## src/rtl/core/sct_pkg.sv

```systemverilog
`timescale 1ns / 1ps
// Package for the source character tokenizer: beat types, token kinds, scan modes,
// character constants and the classification and saturation functions.
// Depends on nothing; every module of the block imports it.
package sct_pkg;

	localparam int OFFSET_WIDTH = 20;
	localparam int COUNT_WIDTH  = 16;
	localparam int MAX_RESULTS  = 3;
	localparam int QUEUE_DEPTH  = 4;
	localparam int QPTR_WIDTH   = $clog2(QUEUE_DEPTH);
	localparam int SLOT_WIDTH   = $clog2(MAX_RESULTS + 1);
	localparam int OSUM_WIDTH   = ((OFFSET_WIDTH > COUNT_WIDTH) ? OFFSET_WIDTH : COUNT_WIDTH) + 1;

	localparam logic [OFFSET_WIDTH-1:0] OFF_MAX = {OFFSET_WIDTH{1'b1}};
	localparam logic [COUNT_WIDTH-1:0]  CNT_MAX = {COUNT_WIDTH{1'b1}};
	localparam logic [COUNT_WIDTH-1:0]  CNT_ONE = COUNT_WIDTH'(1);
	localparam logic [COUNT_WIDTH-1:0]  CNT_TWO = COUNT_WIDTH'(2);

	localparam logic [2:0] KIND_IDENT = 3'd0;
	localparam logic [2:0] KIND_INT   = 3'd1;
	localparam logic [2:0] KIND_FLOAT = 3'd2;
	localparam logic [2:0] KIND_OP    = 3'd3;
	localparam logic [2:0] KIND_EOF   = 3'd4;
	localparam logic [2:0] KIND_ERR   = 3'd5;

	localparam logic [7:0] CH_NL     = 8'h0A;
	localparam logic [7:0] CH_US     = 8'h5F;
	localparam logic [7:0] CH_DOT    = 8'h2E;
	localparam logic [7:0] CH_PLUS   = 8'h2B;
	localparam logic [7:0] CH_MINUS  = 8'h2D;
	localparam logic [7:0] CH_STAR   = 8'h2A;
	localparam logic [7:0] CH_SLASH  = 8'h2F;
	localparam logic [7:0] CH_EQ     = 8'h3D;
	localparam logic [7:0] CH_SEMI   = 8'h3B;
	localparam logic [7:0] CH_LPAREN = 8'h28;
	localparam logic [7:0] CH_RPAREN = 8'h29;
	localparam logic [7:0] CH_SPACE  = 8'h20;
	localparam logic [7:0] CH_TAB    = 8'h09;
	localparam logic [7:0] CH_CR     = 8'h0D;
	localparam logic [7:0] CH_NUL    = 8'h00;

	typedef enum logic [2:0] {
		MODE_IDLE,
		MODE_IDENT,
		MODE_INT,
		MODE_INTDOT,
		MODE_FLOAT
	} scan_mode_t;

	typedef struct packed {
		logic [7:0] char_code;
		logic       end_marker;
	} char_t;

	typedef struct packed {
		logic [2:0]              kind;
		logic [7:0]              char_value;
		logic [OFFSET_WIDTH-1:0] start_offset;
		logic [COUNT_WIDTH-1:0]  token_length;
		logic [COUNT_WIDTH-1:0]  start_line;
		logic [COUNT_WIDTH-1:0]  start_column;
		logic                    last;
	} tok_t;

	typedef struct packed {
		logic [SLOT_WIDTH-1:0]    count;
		tok_t [MAX_RESULTS-1:0]   tok;
	} bundle_t;

	typedef struct packed {
		logic    valid;
		bundle_t bundle;
	} push_t;

	function automatic logic is_letter(input logic [7:0] c);
		return (c >= 8'h61 && c <= 8'h7A) || (c >= 8'h41 && c <= 8'h5A) || c == CH_US;
	endfunction

	function automatic logic is_digit(input logic [7:0] c);
		return c >= 8'h30 && c <= 8'h39;
	endfunction

	function automatic logic is_space(input logic [7:0] c);
		return c == CH_SPACE || (c >= CH_TAB && c <= CH_CR);
	endfunction

	function automatic logic is_op(input logic [7:0] c);
		return c == CH_PLUS || c == CH_MINUS || c == CH_STAR || c == CH_SLASH ||
			c == CH_EQ || c == CH_SEMI || c == CH_LPAREN || c == CH_RPAREN;
	endfunction

	function automatic logic [COUNT_WIDTH-1:0] sat_add_cnt(input logic [COUNT_WIDTH-1:0] a,
			input logic [COUNT_WIDTH-1:0] b);
		logic [COUNT_WIDTH:0] s;
		s = {1'b0, a} + {1'b0, b};
		return s[COUNT_WIDTH] ? CNT_MAX : s[COUNT_WIDTH-1:0];
	endfunction

	function automatic logic [OFFSET_WIDTH-1:0] sat_add_off(input logic [OFFSET_WIDTH-1:0] a,
			input logic [COUNT_WIDTH-1:0] b);
		logic [OSUM_WIDTH-1:0] s;
		s = OSUM_WIDTH'(a) + OSUM_WIDTH'(b);
		return (s > OSUM_WIDTH'(OFF_MAX)) ? OFF_MAX : OFFSET_WIDTH'(s);
	endfunction

endpackage

```

## src/rtl/core/sct_front.sv

```systemverilog
`timescale 1ns / 1ps
// Front end of the tokenizer: accepts character beats, classifies them, keeps the
// scan state and counters, and pushes the tokens each beat causes as one bundle.
// Depends on sct_pkg.
module sct_front import sct_pkg::*; (
	input  logic  clk,
	input  logic  arst_n,
	input  logic  char_valid,
	output logic  char_ready,
	input  char_t char_beat,
	input  logic  q_full,
	output push_t push
);

	scan_mode_t              mode_q, mode_n;
	logic [OFFSET_WIDTH-1:0] pos_q, pos_n, tso_q, tso_n;
	logic [COUNT_WIDTH-1:0]  line_q, line_n, col_q, col_n, tsc_q, tsc_n, run_q, run_n;

	logic [7:0]            c;
	logic                  eos, lt, dg, sp, dot, cont, acc, has_cur;
	logic [SLOT_WIDTH-1:0] nf, total;
	tok_t                  ft0, ft1, cur;

	assign c   = char_beat.char_code;
	assign eos = char_beat.end_marker;
	assign lt  = is_letter(c);
	assign dg  = is_digit(c);
	assign sp  = is_space(c);
	assign dot = c == CH_DOT;
	assign char_ready = !q_full;
	assign acc = char_valid && char_ready;

	assign cont = !eos && (((mode_q == MODE_IDENT) && (lt || dg)) ||
		((mode_q == MODE_INT) && (dg || dot)) ||
		(((mode_q == MODE_INTDOT) || (mode_q == MODE_FLOAT)) && dg));

	always_comb begin
		mode_n = mode_q;
		pos_n  = pos_q;
		line_n = line_q;
		col_n  = col_q;
		tso_n  = tso_q;
		tsc_n  = tsc_q;
		run_n  = run_q;
		if (eos) begin
			mode_n = MODE_IDLE;
			pos_n  = '0;
			line_n = CNT_ONE;
			col_n  = CNT_ONE;
			tso_n  = '0;
			tsc_n  = CNT_ONE;
			run_n  = '0;
		end else begin
			pos_n = sat_add_off(pos_q, CNT_ONE);
			if (c == CH_NL) begin
				line_n = sat_add_cnt(line_q, CNT_ONE);
				col_n  = CNT_ONE;
			end else begin
				col_n = sat_add_cnt(col_q, CNT_ONE);
			end
			if (cont) begin
				case (mode_q)
					MODE_INT: begin
						if (dg) begin
							run_n = sat_add_cnt(run_q, CNT_ONE);
						end else begin
							mode_n = MODE_INTDOT;
						end
					end
					MODE_INTDOT: begin
						mode_n = MODE_FLOAT;
						run_n  = sat_add_cnt(run_q, CNT_TWO);
					end
					default: begin
						run_n = sat_add_cnt(run_q, CNT_ONE);
					end
				endcase
			end else begin
				mode_n = MODE_IDLE;
				if (lt || dg) begin
					mode_n = lt ? MODE_IDENT : MODE_INT;
					tso_n  = pos_q;
					tsc_n  = col_q;
					run_n  = CNT_ONE;
				end
			end
		end
	end

	always_comb begin
		ft0 = '{kind: KIND_IDENT, char_value: CH_NUL, start_offset: tso_q,
			token_length: run_q, start_line: line_q, start_column: tsc_q, last: 1'b0};
		ft1 = '{kind: KIND_ERR, char_value: CH_DOT,
			start_offset: sat_add_off(tso_q, run_q), token_length: CNT_ONE,
			start_line: line_q, start_column: sat_add_cnt(tsc_q, run_q), last: 1'b0};
		nf = '0;
		case (mode_q)
			MODE_IDENT: begin
				nf = SLOT_WIDTH'(1);
			end
			MODE_INT: begin
				ft0.kind = KIND_INT;
				nf = SLOT_WIDTH'(1);
			end
			MODE_FLOAT: begin
				ft0.kind = KIND_FLOAT;
				nf = SLOT_WIDTH'(1);
			end
			MODE_INTDOT: begin
				ft0.kind = KIND_INT;
				nf = SLOT_WIDTH'(2);
			end
			default: begin
				nf = '0;
			end
		endcase
		if (cont) begin
			nf = '0;
		end

		cur = '{kind: KIND_EOF, char_value: CH_NUL, start_offset: pos_q,
			token_length: '0, start_line: line_q, start_column: col_q, last: 1'b0};
		has_cur = eos;
		if (!eos && !cont && !sp && !lt && !dg) begin
			has_cur = 1'b1;
			cur.kind = is_op(c) ? KIND_OP : KIND_ERR;
			cur.char_value = c;
			cur.token_length = CNT_ONE;
		end
		total = nf + SLOT_WIDTH'(has_cur);

		push.valid = acc && (total != '0);
		push.bundle.count = total;
		push.bundle.tok[0] = (nf != '0) ? ft0 : cur;
		push.bundle.tok[1] = (nf == SLOT_WIDTH'(2)) ? ft1 : cur;
		push.bundle.tok[2] = cur;
		for (int i = 0; i < MAX_RESULTS; i++) begin
			push.bundle.tok[i].last = (SLOT_WIDTH'(i) == (total - SLOT_WIDTH'(1)));
		end
	end

	always_ff @(posedge clk or negedge arst_n) begin
		if (!arst_n) begin
			mode_q <= MODE_IDLE;
			pos_q  <= '0;
			line_q <= CNT_ONE;
			col_q  <= CNT_ONE;
			tso_q  <= '0;
			tsc_q  <= CNT_ONE;
			run_q  <= '0;
		end else if (acc) begin
			mode_q <= mode_n;
			pos_q  <= pos_n;
			line_q <= line_n;
			col_q  <= col_n;
			tso_q  <= tso_n;
			tsc_q  <= tsc_n;
			run_q  <= run_n;
		end
	end

endmodule

```

## src/rtl/core/sct_queue.sv

```systemverilog
`timescale 1ns / 1ps
// Short bundle queue between the tokenizer front end and back end.
// Depends on sct_pkg.
module sct_queue import sct_pkg::*; (
	input  logic    clk,
	input  logic    arst_n,
	input  push_t   push,
	output logic    full,
	input  logic    pop,
	output logic    empty,
	output bundle_t head
);

	bundle_t                 mem_q [QUEUE_DEPTH];
	logic [QPTR_WIDTH-1:0]   wr_ptr_q, rd_ptr_q;
	logic [QPTR_WIDTH:0]     fill_q;
	logic                    do_pop;

	assign full   = fill_q == (QPTR_WIDTH + 1)'(QUEUE_DEPTH);
	assign empty  = fill_q == '0;
	assign head   = mem_q[rd_ptr_q];
	assign do_pop = pop && !empty;

	always_ff @(posedge clk) begin
		if (push.valid) begin
			mem_q[wr_ptr_q] <= push.bundle;
		end
	end

	always_ff @(posedge clk or negedge arst_n) begin
		if (!arst_n) begin
			wr_ptr_q <= '0;
			rd_ptr_q <= '0;
			fill_q   <= '0;
		end else begin
			if (push.valid) begin
				wr_ptr_q <= wr_ptr_q + QPTR_WIDTH'(1);
			end
			if (do_pop) begin
				rd_ptr_q <= rd_ptr_q + QPTR_WIDTH'(1);
			end
			if (push.valid && !do_pop) begin
				fill_q <= fill_q + (QPTR_WIDTH + 1)'(1);
			end else if (!push.valid && do_pop) begin
				fill_q <= fill_q - (QPTR_WIDTH + 1)'(1);
			end
		end
	end

endmodule

```

## src/rtl/core/sct_back.sv

```systemverilog
`timescale 1ns / 1ps
// Back end of the tokenizer: walks the tokens of the head bundle and presents
// them one beat at a time from an output register.
// Depends on sct_pkg.
module sct_back import sct_pkg::*; (
	input  logic    clk,
	input  logic    arst_n,
	input  logic    empty,
	input  bundle_t head,
	output logic    pop,
	output logic    tok_valid,
	input  logic    tok_ready,
	output tok_t    tok_beat
);

	logic [SLOT_WIDTH-1:0] idx_q;
	logic                  valid_q, load, tail;
	tok_t                  out_q;

	assign load = !empty && (!valid_q || tok_ready);
	assign tail = idx_q == (head.count - SLOT_WIDTH'(1));
	assign pop  = load && tail;
	assign tok_valid = valid_q;
	assign tok_beat  = out_q;

	always_ff @(posedge clk) begin
		if (load) begin
			out_q <= head.tok[idx_q];
		end
	end

	always_ff @(posedge clk or negedge arst_n) begin
		if (!arst_n) begin
			valid_q <= 1'b0;
			idx_q   <= '0;
		end else begin
			if (load) begin
				valid_q <= 1'b1;
				idx_q   <= tail ? '0 : idx_q + SLOT_WIDTH'(1);
			end else if (tok_ready) begin
				valid_q <= 1'b0;
			end
		end
	end

endmodule

```

## src/rtl/core/source_char_tokenizer.sv

```systemverilog
`timescale 1ns / 1ps
// Source character tokenizer: one character beat in, zero to three token beats out.
// The first token of a character passes through the queue memory and the output register.
// Throughput: one character per cycle unless the queue is full; the output register sends
// one token per cycle while tok_ready is high and pops a bundle when its last token loads.
// Reset clears the scan state to offset 0, line 1, column 1 and empties the queue.
// Depends on sct_pkg, sct_front, sct_queue and sct_back.
module source_char_tokenizer import sct_pkg::*; (
	input  logic  clk,
	input  logic  arst_n,
	input  logic  char_valid,
	output logic  char_ready,
	input  char_t char_beat,
	output logic  tok_valid,
	input  logic  tok_ready,
	output tok_t  tok_beat
);

	push_t   push;
	bundle_t head;
	logic    q_full, q_empty, pop;

	sct_front u_front (
		.clk        (clk),
		.arst_n     (arst_n),
		.char_valid (char_valid),
		.char_ready (char_ready),
		.char_beat  (char_beat),
		.q_full     (q_full),
		.push       (push)
	);

	sct_queue u_queue (
		.clk    (clk),
		.arst_n (arst_n),
		.push   (push),
		.full   (q_full),
		.pop    (pop),
		.empty  (q_empty),
		.head   (head)
	);

	sct_back u_back (
		.clk       (clk),
		.arst_n    (arst_n),
		.empty     (q_empty),
		.head      (head),
		.pop       (pop),
		.tok_valid (tok_valid),
		.tok_ready (tok_ready),
		.tok_beat  (tok_beat)
	);

endmodule
```

## config.mk

```make
export PLATFORM = sky130hd
export DESIGN_NAME = source_char_tokenizer
export DESIGN_NICKNAME = d
export VERILOG_FILES = /design/src/rtl/core/sct_pkg.sv /design/src/rtl/core/sct_front.sv /design/src/rtl/core/sct_queue.sv /design/src/rtl/core/sct_back.sv /design/src/rtl/core/source_char_tokenizer.sv
export SDC_FILE = /design/constraint.sdc
export NUM_CORES = 1
export LEC_CHECK = 0
export BUFFER_PORTS_ARGS = -buffer_cell sky130_fd_sc_hd__buf_2
export CAP_MARGIN = 10
export CORE_MARGIN = 4
export CORE_UTILIZATION = 41
export CTS_BUF_LIST = sky130_fd_sc_hd__clkbuf_4
export CTS_CLUSTER_SIZE = 8
export DETAILED_ROUTE_END_ITERATION = 6
export PLACE_DENSITY = 0.64
export SLEW_MARGIN = 20
export SYNTH_ARGS = -nofsm -noshare
export SYNTH_HDL_FRONTEND = slang
export SYNTH_SLANG_ARGS = --single-unit
```

## constraint.sdc

```tcl
create_clock -name clk -period 12.2 [get_ports clk]
set_clock_uncertainty 0.1 [all_clocks]
set_input_delay 2.44 -clock clk [delete_from_list [all_inputs] [get_ports clk]]
set_output_delay 2.44 -clock clk [all_outputs]
set_load 0.05 [all_outputs]
```

==> summary.txt, run 1 <==
Status
  – Status: complete, no violations

Setup path
  – RR Endpoint: u_queue.mem_q[0][210]
  – Reg2reg setup slack: between 6 and 7 ns
  – Cell count of the worst reg-to-reg path: 12
  – Crit path cell chain: buf_2 > nand3b_1 > a41o_1 > o21ai_2 > a21oi_4 > nor2_1 > nor2_1 > ha_1 > xnor2_1 > o21ai_1 > inv_1 > and2_4 > buf_4
  – Worst path required time: around 13 ns
  – Crit end category: flop
  – Critical Path Start: char_beat[6]
  – CP max-delay cell: buf_4
  – Worst-path maximum fanout: 70
  – Crit start category: input pin
  – Worst Path Arrival: 7.16 ns
  – Worst setup path category: in2reg
  – Cell mode on critical path: nor2_1
  – Crit Reg-Reg Startpoint: u_front.mode_q[2]
  – CP peak stage delay: 0.93 ns
  – Worst Setup EP: u_queue.mem_q[0][210]

Clocking
  – Clk_lat worst skew: around 1.1 ns
  – Clock root buffer master: clkbuf_4
  – Post-CTS sizing: 0
  – Clock Sinks: between 900 and 1k
  – CTS buffer count: between 200 and 250
  – TritonCTS clock tree: done
  – Htree depth: 4
  – Cts hold-fix bufs: 0
  – Setup Buffers After CTS: 0
  – Clock slew seen by the registers of the worst setup and hold paths: approximately 0.070 ns
  – Clock Tree Buf Depth: 3

Final layout
  – Final core occ: a little under half
  – Cell area after layout: approximately 43000 um^2
  – Share of cells above drive strength 1: between 20% and 30%
  – Area growth, synth to finish: 12.0%
  – Final nets: 2675

Logic synthesis
  – Netlist cell types: between 80 and 90
  – Mean Syn Cell Area: ~16 um^2
  – Post-synth top area cell: edfxtp_1
  – Top cell type's share of synthesized area: 61.2%
  – Synth Register Bits: 909
  – Most used DFF post-synth: edfxtp_1
  – Sequential share of the synthesized area: 68.8%
  – Syn Inst Count: roughly 2.4k
  – Syn_nets: about 2.5k
  – Synth area leaders: edfxtp_1 61%, mux4_2 10%, dfrtp_1 7.3%
  – Syn. warnings: 0
  – Most instantiated library cell after synthesis: edfxtp_1
  – Post-Syn Area: just under 40000 um^2
  – Ys async rst share: about an eighth
  – Post-synth EDFFs: 792
  – Post-synth top cells: 792 x edfxtp_1, 178 x mux4_2, 174 x nand2_1

Floorplanning
  – Floorplan row count: about 110
  – Core area: between 90000 and 100000 um^2
  – IO Pins: 95
  – Initial Util: between 40% and 50%
  – Die Footprint: around 100000 um^2
  – Chip width: about 320 um
  – Die Span Y: roughly 320 um

STA
  – Final Hold Viols: 0
  – TNS Setup: 0 ns
  – Fin. max-slew vios: 0
  – Tcrit/Tclk final: roughly 54%
  – RSZ-0062 raised after global routing: false
  – Fmax: 151 MHz
  – Final setup fails: 0
  – Relative slew margins: 27.2%
  – Worst Tran Pin Value: 1.09 ns
  – Final period demand of the worst path: about 6.6 ns

Routing
  – Final wirelength: 88800 um
  – Detailed Route Iter0 Violations: 2010
  – Antenna viol nets, final: 0
  – Via count of the routed design: 22.6k
  – DRC: 0
  – DR WL/cell: 21.9 um
  – Drt pass-1 iters: 6
  – DR vias/cell: approximately 5.6

Pwr
  – PwrDens: approximately 220 nW/um^2
  – Overall power: between 0.009 and 0.01 W
  – VDD IR-drop max: between 0.1 and 0.15 mV
  – P_leak: about 15 nW

Placed design
  – Placed instance area: between 40000 and 50000 um^2
  – RePlAce Congestion: 0.823
  – Hpwl dp: slightly above 50000 um
  – Port-buffer cells: 94

GRT
  – Global-route wire length before repair: 137000 um
  – Initial antenna violation count: 4
  – Vias in the first global route: 23.6k
  – All-layer global routing usage: between 15 and 20%
  – GRT Residual Overflow: 0
  – Largest net degree at the start of global routing: ~120

Run
  – Max-cap viol count: 0

Worst hold path
  – Worst Hold Class: reg2reg
-- layer usage --
layer / vias to the layer above / wire, um / track usage [%]
met4: 4 / 2140 / 6.54
met3: 163 / 5620 / 4.37
li1: 10100 / - / -
met5: - / 27 / 0
met2: 772 / 43600 / 29.6
met1: 11600 / 37500 / 23.2
-- critical path: cells and delay by family --
family | cells | cell delay, ns
compound gates | 4 | 1.02
xor+xnor | 1 | 0.50
fa+ha+maj | 1 | 0.22
buf+inv | 3 | 1.29
simple gates | 4 | 1.57
-- cell type report --
class                           count  area, um^2
Timing Repair Buffer              126         758
Tap cell                         1254        1570
Clock inverter                     76         392
Antenna cell                        6        15.0
Fill cell                        8165       50100
Inverter                           43         161
Multi-Input combinational cell   1316       11400
Sequential cell                   909       26700
Clock buffer                      324        2430
-- power breakdown --
group / total (W) / switching, W / internal, W
clock network: 0.00247 / 0.00121 / 0.00126
registers: 0.00432 / 0.000245 / 0.00408
logic: 0.00270 / 0.00172 / 0.000977
-- sequential cells by signal, summed over array words and instances (netlist names) --
register and flops:
u_front.tsc_q 16, u_queue.mem_q 712, u_front.mode_q 3, u_queue.fill_q 3
u_front.pos_q 20, u_front.line_q 16, u_front.tso_q 20, u_back.tok_valid 1
u_front.run_q 16, u_queue.wr_ptr_q 2, u_back.idx_q 2, u_front.col_q 16
u_back.tok_beat 80, u_queue.rd_ptr_q 2
-- cell families after synthesis --
family | count (synthesis) | share of synthesized area, %
simple gates | 552 | 7.41
flops | 909 | 68.8
xor+xnor | 37 | 0.835
buf+inv | 183 | 1.92
compound gates | 413 | 6.73
fa+ha+maj | 47 | 1.57
mux | 267 | 12.7
-- placed cells by master (no fill, tap or decap), types with 43 or more instances in the layout --
cell / Yosys / final
a21oi_1: 68 / 67
and3_1: 48 / 48
buf_2: 30 / 93
clkbuf_4: 0 / 324
clkinv_1: 0 / 57
dfrtp_1: 114 / 110
edfxtp_1: 792 / 792
ha_1: 44 / 44
inv_1: 43 / 43
mux2i_1: 52 / 52
mux4_2: 178 / 178
nand2_1: 174 / 174
nor2_1: 89 / 89
o21ai_0: 167 / 167
-- how the worst min path moves through the flow --
| stage | start | end | slack, ns | depth (start not counted) |
|---|---|---|---|---|
| 6_report | u_queue.fill_q[2] | u_queue.fill_q[2] | 0.41 | 1 |
| 5_1_grt | u_queue.fill_q[2] | u_queue.fill_q[2] | 0.44 | 1 |
| 4_1_cts | u_queue.fill_q[2] | u_queue.fill_q[2] | 0.41 | 1 |
| 3_5_place_dp | u_queue.fill_q[2] | u_queue.fill_q[2] | 0.39 | 1 |
| 3_3_place_gp | u_queue.fill_q[2] | u_queue.fill_q[2] | 0.38 | 1 |
| 2_1_floorplan | u_queue.fill_q[2] | u_queue.fill_q[2] | 0.36 | 1 |
-- stage by stage --
| step | worst slack [ns] | hold slack (ns) | instances |
|---|---|---|---|
| detailed placement | 4.58 | 0.391 | 3647 |
| CTS | 5.74 | 0.407 | 4047 |
| finish | 5.60 | 0.406 | 4054 |
| global placement | 4.69 | 0.380 | 3647 |
| floorplan | 2.76 | 0.357 | 2408 |
| global route | 5.39 | 0.440 | 4050 |
Power figures use the tool's default switching activity.
==> inputs of run 2 (changes only) <==
PLACE_DENSITY = 0.66   (was 0.64)
clock period = 5.7 ns   (was 12.2 ns; I/O delays follow)
==> summary.txt, run 2 (same netlist as run 1, synthesis figures left out) <==
Floorplanning
  – Initial Util: 41.5% (unchanged)
  – Floorplan row count: 112 (unchanged)
  – Chip width: 316 um (unchanged)
  – Die Footprint: 99700 um^2 (unchanged)
  – IO Pins: 95 (unchanged)
  – Core area: 93600 um^2 (unchanged)
  – Die Span Y: 316 um (unchanged)

Placed design
  – RePlAce Congestion: 0.855 (+3.9%)
  – Dpl ws: 0.487 ns (-4.09 ns)
  – Hpwl dp: 53400 um (+4.3%)
  – Port-buffer cells: 94 (unchanged)

Setup path
  – Worst-path maximum fanout: 41 (-41%)
  – Crit end category: flop
  – Worst path required time: 6.26 ns (-6.50 ns)
  – Crit Reg-Reg Startpoint: u_front.mode_q[2]
  – RR Endpoint: u_queue.mem_q[3][151]
  – Crit start category: flop
  – Worst Path Arrival: 5.04 ns (-2.12 ns)
  – Cell count of the worst reg-to-reg path: 13 (+1)
  – Critical Path Start: u_front.mode_q[2]
  – Worst setup path category: reg2reg
  – Reg2reg setup slack: 1.21 ns (-5.37 ns)
  – Worst Setup EP: u_queue.mem_q[3][151]

Clocking
  – Setup Buffers After CTS: 0 (unchanged)
  – Post-CTS sizing: 0 (unchanged)
  – Clock Tree Buf Depth: 3 (unchanged)
  – Clock slew seen by the registers of the worst setup and hold paths: 0.07 ns (about the same)
  – Htree depth: 4 (unchanged)
  – TritonCTS clock tree: done
  – Clock root buffer master: clkbuf_4
  – CTS buffer count: 215 (-1.8%)
  – Cts hold-fix bufs: 1 (+1)
  – Clk_lat worst skew: 1.07 ns (-0.06 ns)
  – Clock Sinks: 909 (unchanged)

Pwr
  – VDD IR-drop max: 0.367 mV (+180%)
  – Overall power: 0.0204 W (+110%)
  – Sw Ratio: 33.4% (-0.074 points)
  – Seq pwr share: 45.2% (-0.3 points)
  – PwrDens: 466 nW/um^2 (+110%)
  – Combinational Power Share: 29.0% (+0.6 points)
  – Net load switching power: 0.00680 W (+110%)
  – Clock share of power: 25.8% (-0.2 points)
  – P_leak: 15.5 nW (+0.71%)
  – Internal power: 0.0136 W (+120%)

GRT
  – GR met3 Demand/Resource: 3.89% (-0.48 points)
  – Vias in the first global route: 23.6k (-0.28%)
  – GRT met2 Usage: 30.1% (+0.50 points)
  – Grt met1 use: 23.2% (-0.059 points)
  – Largest net degree at the start of global routing: 99 (-20%)
  – Initial antenna violation count: 4 (unchanged)
  – Global-route wire length before repair: 138000 um (+0.42%)
  – Top Usage Layer GRT: met2
  – All-layer global routing usage: 18.0% (+0.080 points)
  – GRT Residual Overflow: 0 (unchanged)

Final layout
  – Largest register FFs: 712 (unchanged)
  – Share of cells above drive strength 1: 26.4% (+0.36 points)
  – Commonest non-fill, non-tap cells in the layout: 792 x edfxtp_1, 328 x clkbuf_4, 178 x mux4_2
  – Final nets: 2687 (+0.45%)
  – Largest Register: u_queue.mem_q
  – Commonest non-fill, non-tap cell in the layout: edfxtp_1
  – Area growth, synth to finish: 12.6%

STA
  – RSZ-0062 raised after global routing: false
  – Final Hold Viols: 0 (unchanged)
  – Tcrit/Tclk final: 78.7%
  – Fin. max-slew vios: 0 (unchanged)
  – Final period demand of the worst path: 4.49 ns
  – Final setup fails: 0 (unchanged)
  – Fmax: between 200 and 250 MHz
  – Worst Tran Pin Value: 1.15 ns (+0.0585 ns)
  – Final WS setup: 1.21 ns (-4.38 ns)
  – Relative slew margins: 23.1% (-4.2 points)

Routing
  – Drt pass-1 iters: 6 (unchanged)
  – Final wirelength: 89400 um (+0.63%)
  – DR vias/cell: 5.59 (+0.24%)
  – Detailed Route Iter0 Violations: 1878 (-6.6%)
  – DR WL/cell: 22.0 um (+0.21%)
  – Antenna viol nets, final: 0 (unchanged)
  – Via count of the routed design: 22.8k (+0.66%)
  – DRC: 0 (unchanged)

Worst hold path
  – Worst Hold Class: in2reg

Status
  – Status: complete, no violations

Run
  – Max-cap viol count: 0 (unchanged)
-- run 2: routing by layer --
| layer | share of wire [%] | up-vias |
|---|---|---|
| li1 | - | 10100 |
| met1 | 41 | 11600 |
| met2 | 50 | 846 |
| met3 | 6.4 | 183 |
| met4 | 2.7 | 2 |
| met5 | 0.015 | - |
-- run 2: layout make-up --
| class | instances | area, um^2 |
|---|---|---|
| Sequential cell | 909 | 26700 |
| Multi-Input combinational cell | 1316 | 11400 |
| Clock buffer | 328 | 2460 |
| Antenna cell | 4 | 10.0 |
| Fill cell | 8099 | 49900 |
| Tap cell | 1254 | 1570 |
| Clock inverter | 75 | 384 |
| Timing Repair Buffer | 142 | 1000 |
| Inverter | 43 | 161 |
-- run 2: how the worst min path moves through the flow --
stage,from,to,slack (ns),depth (start not counted)
floorplan,u_queue.fill_q[2],u_queue.fill_q[2],0.36,1
global placement,u_queue.fill_q[2],u_queue.fill_q[2],0.39,1
detailed placement,u_queue.fill_q[2],u_queue.fill_q[2],0.40,1
CTS,tok_ready,u_back.tok_valid,0.04,2
global route,tok_ready,u_back.tok_valid,0.1,2
finish,tok_ready,u_back.tok_valid,0.19,2
-- run 2: per-stage QoR --
step | cell area [um^2] | hold WS (ns) | std cells | setup TNS, ns | utilization [%]
floorplan | 38800 | 0.357 | 2408 | -320.69 | -
global placement | 40900 | 0.385 | 3663 | 0 | 43.7
detailed placement | 40900 | 0.399 | 3663 | 0 | 43.7
CTS | 43700 | 0.0396 | 4067 | 0 | 46.7
global route | 43700 | 0.0967 | 4070 | 0 | 46.7
finish | 43700 | 0.192 | 4071 | 0 | 46.7
-- run 2: worst max-delay path, cell delays in order (launching register included) --
cell and delay (ns):
dfrtp_1 0.49, and2b_1 0.36, o211ai_2 0.20, a21oi_4 0.27, a21oi_4 0.05, nor2_1 0.54, nor2_1 0.13, ha_1 0.22
xnor2_1 0.22, buf_4 0.19, o21ai_1 0.11, inv_1 0.19, and2_4 0.43, buf_4 0.56
-- run 2: power by group through the flow --
stage                     sequential [W]  combinational (W)  clock (W)
after floorplan                   0.0102            0.00341          0
after global placement           0.00931            0.00598          0
after detailed placement         0.00937            0.00604          0
after CTS                        0.00924            0.00606    0.00543
after global routing             0.00932            0.00638    0.00579
final                            0.00922            0.00591    0.00526
